===== config.mk =====
export PLATFORM = sky130hd
export DESIGN_NAME = gra_ctrl
export DESIGN_NICKNAME = d
export VERILOG_FILES = /design/src/hdl/gra_pkg.sv /design/src/hdl/gra_ctrl.sv
export SDC_FILE = /design/constraint.sdc
export NUM_CORES = 1
export LEC_CHECK = 0
export ABC_AREA = 1
export BUFFER_PORTS_ARGS = -buffer_cell sky130_fd_sc_hd__buf_2
export CAP_MARGIN = 25
export CORE_ASPECT_RATIO = 1.2
export CORE_MARGIN = 4
export CORE_UTILIZATION = 35
export DETAILED_ROUTE_END_ITERATION = 7
export GPL_TIMING_DRIVEN = 1
export SLEW_MARGIN = 0
export SYNTH_ARGS = -nofsm -noshare
export SYNTH_HDL_FRONTEND = slang
export SYNTH_SLANG_ARGS = --single-unit

===== constraint.sdc =====
create_clock -name i_clk -period 2.37 [get_ports i_clk]
set_input_delay 0.5925 -clock i_clk [delete_from_list [all_inputs] [get_ports i_clk]]
set_output_delay 0.5925 -clock i_clk [all_outputs]
set_load 0.005 [all_outputs]

===== src/hdl/gra_pkg.sv =====
// glue register arithmetic: shared constants, opcodes, glue record and
// controller/datapath command types
// no dependencies
`default_nettype none

package gra_pkg;

    localparam int NUM_REGS = 256;
    localparam int IDX_W    = (NUM_REGS > 1) ? $clog2(NUM_REGS) : 1;

    localparam int COMP_W   = 32;
    localparam int IN_W     = 31;
    localparam int ORD_W    = 2;
    localparam int LIMIT_W  = 31;
    localparam logic [LIMIT_W-1:0] LIMIT_RESET = 31'd1073741823;

    localparam int NUM_COMP  = 3;
    localparam int MUL_STEPS = 2 * NUM_COMP;
    localparam int DIV_STEPS = COMP_W;
    localparam int CNT_W     = $clog2(DIV_STEPS);

    localparam logic [2:0] OP_ASSIGN   = 3'd0;
    localparam logic [2:0] OP_READ     = 3'd1;
    localparam logic [2:0] OP_ADVANCE  = 3'd2;
    localparam logic [2:0] OP_MULTIPLY = 3'd3;
    localparam logic [2:0] OP_DIVIDE   = 3'd4;

    typedef struct packed {
        logic [COMP_W-1:0] width;
        logic [COMP_W-1:0] stretch;
        logic [ORD_W-1:0]  stretch_order;
        logic [COMP_W-1:0] shrink;
        logic [ORD_W-1:0]  shrink_order;
    } t_glue;

    typedef struct packed {
        logic [ORD_W-1:0]  ord;
        logic [COMP_W-1:0] amt;
    } t_part;

    typedef struct packed {
        logic       capture;
        logic       rd;
        logic       load;
        logic       mul_go;
        logic       mul_chk;
        logic [1:0] comp;
        logic       div_init;
        logic       div_step;
        logic       div_fin;
        logic       fin;
    } t_cmd;

    typedef struct packed {
        logic [2:0] op;
    } t_status;

    // keep the higher nonzero order; a zero amount drops back to finite
    function automatic t_part adv_part(input logic [COMP_W-1:0] amt,
                                       input logic [ORD_W-1:0]  ord,
                                       input logic [COMP_W-1:0] in_amt,
                                       input logic [ORD_W-1:0]  in_ord);
        t_part            r;
        logic [ORD_W-1:0] o;
        o     = (amt == '0) ? '0 : ord;
        r.amt = amt;
        r.ord = o;
        if (o == in_ord) begin
            r.amt = amt + in_amt;
        end else if (o < in_ord && in_amt != '0) begin
            r.amt = in_amt;
            r.ord = in_ord;
        end
        return r;
    endfunction

endpackage

`default_nettype wire


===== src/hdl/gra_ctrl.sv =====
// glue register arithmetic controller: sequences read, execute and write-back
// depends on gra_pkg
`default_nettype none

module gra_ctrl (
    input  wire logic            i_clk,
    input  wire logic            i_rst_n,
    input  wire logic            i_in_valid,
    output logic                 o_in_stall,
    output logic                 o_out_valid,
    input  wire logic            i_out_stall,
    input  wire gra_pkg::t_status i_status,
    output gra_pkg::t_cmd        o_cmd
);

    localparam logic [2:0] S_IDLE  = 3'd0;
    localparam logic [2:0] S_RD    = 3'd1;
    localparam logic [2:0] S_LOAD  = 3'd2;
    localparam logic [2:0] S_MUL   = 3'd3;
    localparam logic [2:0] S_DINIT = 3'd4;
    localparam logic [2:0] S_DIV   = 3'd5;
    localparam logic [2:0] S_DFIN  = 3'd6;
    localparam logic [2:0] S_FIN   = 3'd7;

    logic [2:0]              r_state, n_state;
    logic [gra_pkg::CNT_W-1:0] r_cnt, n_cnt;
    logic                    r_out_valid, n_out_valid;
    gra_pkg::t_cmd           cmd;

    always_comb begin
        n_state     = r_state;
        n_cnt       = r_cnt;
        n_out_valid = r_out_valid & i_out_stall;
        cmd         = '0;
        unique case (r_state)
            S_IDLE: begin
                if (i_in_valid) begin
                    cmd.capture = 1'b1;
                    n_state     = S_RD;
                end
            end
            S_RD: begin
                cmd.rd  = 1'b1;
                n_state = S_LOAD;
            end
            S_LOAD: begin
                cmd.load = 1'b1;
                n_cnt    = '0;
                if (i_status.op == gra_pkg::OP_MULTIPLY) begin
                    n_state = S_MUL;
                end else if (i_status.op == gra_pkg::OP_DIVIDE) begin
                    n_state = S_DINIT;
                end else begin
                    n_state = S_FIN;
                end
            end
            S_MUL: begin
                // even count multiplies a component, odd count checks it
                cmd.comp    = r_cnt[2:1];
                cmd.mul_go  = ~r_cnt[0];
                cmd.mul_chk = r_cnt[0];
                if (r_cnt == gra_pkg::CNT_W'(gra_pkg::MUL_STEPS - 1)) begin
                    n_cnt   = '0;
                    n_state = S_FIN;
                end else begin
                    n_cnt = r_cnt + gra_pkg::CNT_W'(1);
                end
            end
            S_DINIT: begin
                cmd.div_init = 1'b1;
                n_cnt        = '0;
                n_state      = S_DIV;
            end
            S_DIV: begin
                cmd.div_step = 1'b1;
                if (r_cnt == gra_pkg::CNT_W'(gra_pkg::DIV_STEPS - 1)) begin
                    n_cnt   = '0;
                    n_state = S_DFIN;
                end else begin
                    n_cnt = r_cnt + gra_pkg::CNT_W'(1);
                end
            end
            S_DFIN: begin
                cmd.div_fin = 1'b1;
                n_state     = S_FIN;
            end
            S_FIN: begin
                // hold the finished item until the output register frees up
                if (!r_out_valid || !i_out_stall) begin
                    cmd.fin     = 1'b1;
                    n_out_valid = 1'b1;
                    n_state     = S_IDLE;
                end
            end
            default: begin
                n_state = S_IDLE;
            end
        endcase
    end

    always_ff @(posedge i_clk) begin
        if (!i_rst_n) begin
            r_state     <= S_IDLE;
            r_cnt       <= '0;
            r_out_valid <= 1'b0;
        end else begin
            r_state     <= n_state;
            r_cnt       <= n_cnt;
            r_out_valid <= n_out_valid;
        end
    end

    assign o_in_stall  = (r_state != S_IDLE);
    assign o_out_valid = r_out_valid;
    assign o_cmd       = cmd;

endmodule

`default_nettype wire


=== Word level (Yosys, flattened, before mapping) ===
Cells that the tools add are included.

* Shift operators: 0
* Order comparisons: 0
* Add/subtract/negate cells: 1
* Multipliers: 0
* Div/mod/pow operators: 0
* Bitwise logic cells: 2
* Mux-type cells: 22
* Eq/ne operators: 15
* Reduce and logical (&&, ||, !) cells: 8

{| class="wikitable"
|+ Operators by type and width
! cell !! number
|-
| case mux 3 bit (8 select lines) || 1
|-
| equality test 3 bit, second input constant || 5
|-
| 2-to-1 mux 3 bit || 5
|-
| case mux 5 bit (3 select lines) || 1
|-
| 2-to-1 mux 1 bit || 11
|-
| 2-to-1 mux 5 bit || 2
|-
| equality test 3 x 2 -> 1 bit, second input constant || 3
|-
| != test 2 bit, second input constant || 4
|-
| nonzero test 3 bit || 2
|-
| adder 5 x 1 -> 5 bit, second input constant || 1
|-
| equality test 5 x 3 -> 1 bit, second input constant || 1
|-
| equality test 5 bit, second input constant || 1
|-
| 2-to-1 mux 4 bit || 1
|-
| AND reduction 4 bit || 1
|-
| equality test 3 x 1 -> 1 bit, second input constant || 1
|-
| logical NOT 3 bit || 1
|-
| logical NOT 1 bit || 2
|-
| 2-to-1 mux 2 bit || 1
|-
| OR reduction 2 bit || 1
|-
| AND 1 bit || 1
|-
| logical OR 1 bit || 1
|-
| inverter 1 bit || 1
|}

* Memory bits (read-only): 0
* Input bits: 7
* Register bits after elaboration: 9
* Memories kept: 0
* RAM bits: 0
* Word-level logic and storage cells: 51
* Bits in latches: 0

=== Logic depth before layout (Yosys ltp) ===
* Depth in word-level cells: 4
* Depth in mapped cells: 10
* Mapped depth without buffers: 10

=== Worst setup path before layout ===
OpenSTA, ideal clock, no wires.

* Kind: input to output
* Start point: input i_out_stall
* End point: output o_cmd[0] in the netlist's numbering
* Stages: 3
* Buffers on the path: 0
* Data required time: 1.778 ns
* Setup slack: 0.972 ns
* Data arrival time: 0.806 ns
* Path through: nand2_1 > inv_1 > nor2_1

{| class="wikitable"
|+ RTL lines
! what !! RTL line !! RTL
|-
| start: declaration || gra_ctrl.sv:11 || <nowiki>input wire logic i_out_stall,</nowiki>
|-
| end: declaration || gra_ctrl.sv:13 || <nowiki>output gra_pkg::t_cmd o_cmd</nowiki>
|}

==> flow_summary_export.csv <==
group,metric,value,unit
outcome,outcome,"finished, final reports clean",
global_route,grt_pass1_vias,644,
global_route,antenna_found_initial,0,
yosys,ys_top_cells_by_area,"dfxtp_1 26%, nand2_1 14%, nor2_1 9.9%",
floorplanning,initial_core_util,36.9,%
global_route,grt-ovfl-total,0,
clocking,h-tree-depth,1,
detailed_routing,first_pass_iters,4,
placement,post-place-ws,770,ps
yosys,yosys.area_share.simple,46.2,%
clocking,cts-buffers-inserted,3,
worst_setup_path,reg2reg_depth,10,
layout,fin_cells,152,
power_and_ir_drop,power_leakage,0.457,nW
detailed_routing,dr.first_iter.drc_count,8,
yosys,synth_top_family_by_area,"simple AND/OR/NAND/NOR gates",
power_and_ir_drop,vdd_drop_max,449,uV
timing,period_share,76.6,%
job,maxCapViolations,0,
yosys,synthesis.nets,120,
layout,drive_gt1_share,28.6,%
detailed_routing,topRoutingLayerUsed,"met3",
floorplanning,coreArea,0.00185,sq mm
yosys,synthAdderAreaFrac,5.49,%
detailed_routing,viasPerCell,4.61,
timing,hold_viol_final,0,
detailed_routing,vias,700,
yosys,postSynthRegisterBits,9,
timing,tightest_slew,306,ps
floorplanning,die_height,56.4,um
detailed_routing,route.detailed.drc,0,
yosys,syn-cell-area,683,sq um
yosys,synth_top_cell_area_share,26.4,%
clocking,cts_tree,"yes",
detailed_routing,wl_met3,96,um
timing,fmax,551,MHz
worst_setup_path,cp_data_required_time,1780,ps
layout,areaGrowthSynthToFinish,21.2,%
detailed_routing,antenna_left,0,
yosys,yosysUniqueCellTypes,19,
clocking,clk_latency,260,ps
layout,fillers,191,
floorplanning,dieArea,0.00273,sq mm
placement,place.gp.congestion,0.825,
placement,dp_cells,148,
worst_setup_path,crit_fanout,7,
worst_setup_path,ff2ff_setup_slack,930,ps
placement,portBuffers,19,
yosys,synthCells,110,
clocking,clk_transition_reported_paths,70,ps
worst_hold_path,hp-start,"o_out_valid",
clocking,cts_resized,0,
detailed_routing,routedWlPerCell,9.95,um
clocking,postCtsSetupRepairBufs,0,
floorplanning,num_rows,17,
timing,whs,493,ps
worst_hold_path,holdPathEnd,"o_out_valid",
timing,fin_skew,2.24,ps
worst_hold_path,hp-class,"reg2reg",
yosys,yosysWarningCount,0,
clocking,hold_buffers,0,
worst_setup_path,cp_data_arrival_time,1220,ps
global_route,grtUsageTotal,12.4,%
clocking,root_buffer,"clkbuf_4",
timing,post-route-min-period,1820,ps
worst_setup_path,worst-setup-path-type,"reg2out",
worst_hold_path,min_delay_path_depth,2,
power_and_ir_drop,power.density,981,mW/mm^2
detailed_routing,wirelength,1510,um
yosys,synthMuxAreaShare,0,%
global_route,grt_max_degree,9,
timing,fin_tns_setup,0,ps
yosys,synth_compound_area_share,9.71,%
detailed_routing,wl_met1,662,um
placement,post-dp-hpwl,1250,um
worst_setup_path,startpoint_type,"register",
global_route,grt_pass1_wl,2710,um
floorplanning,die_x,48.3,um
timing,setup_viol,0,
layout,num_antenna_cells,0,
power_and_ir_drop,p_total,0.000812,W
worst_setup_path,end_kind,"output port",
timing,setup_slack,554,ps
yosys,syn_avg_cell_area,6.21,sq um
timing,slew_headroom,79.6,%
layout,fin_nets,144,
timing,rsz0062_at_grt,"no",
yosys,synth_xor_area_share,1.28,%
worst_setup_path,reg2reg_from,"r_cnt[0]",
floorplanning,ios,20,
yosys,yosysSeqAreaShare,26.4,%
yosys,yosys.area.top_type,"dfxtp_1",
clocking,clkSinkCount,9,
clocking,clock_path_buffers,2,
timing,slew_viol_final,0,
worst_setup_path,reg2reg_to,"r_state[1]",
detailed_routing,dr_wl_met2,754,um
synthesized netlist by cell type:
cell	count
nand2_1	25
a31oi_1	1
nor3_1	1
inv_1	17
nand3_4	2
o21ai_1	5
ha_1	3
nor2_4	1
nor2_2	3
o21ai_0	3
nand3_2	1
nand2_2	6
nand3_1	6
xor2_1	1
nor2_1	18
a21oi_1	4
inv_2	3
and2_1	1
dfxtp_1	9
cells by family (layout without fill, tap and decap cells):
| group | count (synthesis) | after routing |
|---|---|---|
| buf+inv | 20 | 43 |
| compound gates | 13 | 13 |
| xor+xnor | 1 | 1 |
| fa+ha+maj | 3 | 3 |
| simple gates | 64 | 64 |
| flops | 9 | 9 |
flip-flops by register name, summed over array words and instances, names as in the netlist:
signal,cells
r_state,3
r_cnt,5
o_out_valid,1
where the power goes:
part,switching (W),internal (W),total [W]
logic,0.000271,0.000171,0.000442
clock network,0.0000597,0.0000651,0.000125
registers,0.0000581,0.000187,0.000245
total,0.000389,0.000423,0.000812
worst max-delay path, cell delays in order (launching register included):
cell and delay, ps:
dfxtp_1 490, nand2_2 130, nor2_2 190, buf_2 150
metrics by stage:
step,util [%],instance area [sq um]
4_1_cts,44.8,828
2_1_floorplan,-,683
6_report,44.8,828
3_3_place_gp,43.3,802
5_1_grt,44.8,828
3_5_place_dp,43.3,802
cell usage in the layout (no fill, tap or decap), drive strengths merged:
cell / n
nand2: 31
nor2: 22
inv: 20
a21oi: 4
o21ai: 8
nand3: 9
clkbuf: 4
nor3: 1
ha: 3
a31oi: 1
dfxtp: 9
and2: 1
buf: 19
xor2: 1
final cells by class:
type	instances	area [sq um]	area share [%]
multi-input combinational	81	428	51.7
inverter	20	75.1	9.06
sequential	9	180	21.8
timing repair buffer	19	95.1	11.5
tap	19	23.8	2.87
clock buffer	4	26.3	3.17
metal layers:
layer | global-route usage, % | vias to the layer above
met5 | 0 | -
met4 | 3.56 | 0
met3 | 5.31 | 0
met2 | 20.3 | 14
met1 | 14.5 | 296
li1 | - | 390
how the worst max path moves through the flow:
| stage | startpoint | endpoint | slack (ps) | cells after the start |
|---|---|---|---|---|
| detailed placement | i_out_stall | o_cmd[0] | 770 | 5 |
| finish | r_state[1] | o_cmd[8] | 550 | 3 |
| global placement | i_out_stall | o_cmd[0] | 780 | 5 |
| CTS | r_state[1] | o_cmd[8] | 540 | 3 |
| global route | r_state[1] | o_cmd[8] | 430 | 3 |
| floorplan | i_out_stall | o_cmd[0] | 970 | 3 |
Note: power is estimated with default switching activity, not from simulation.
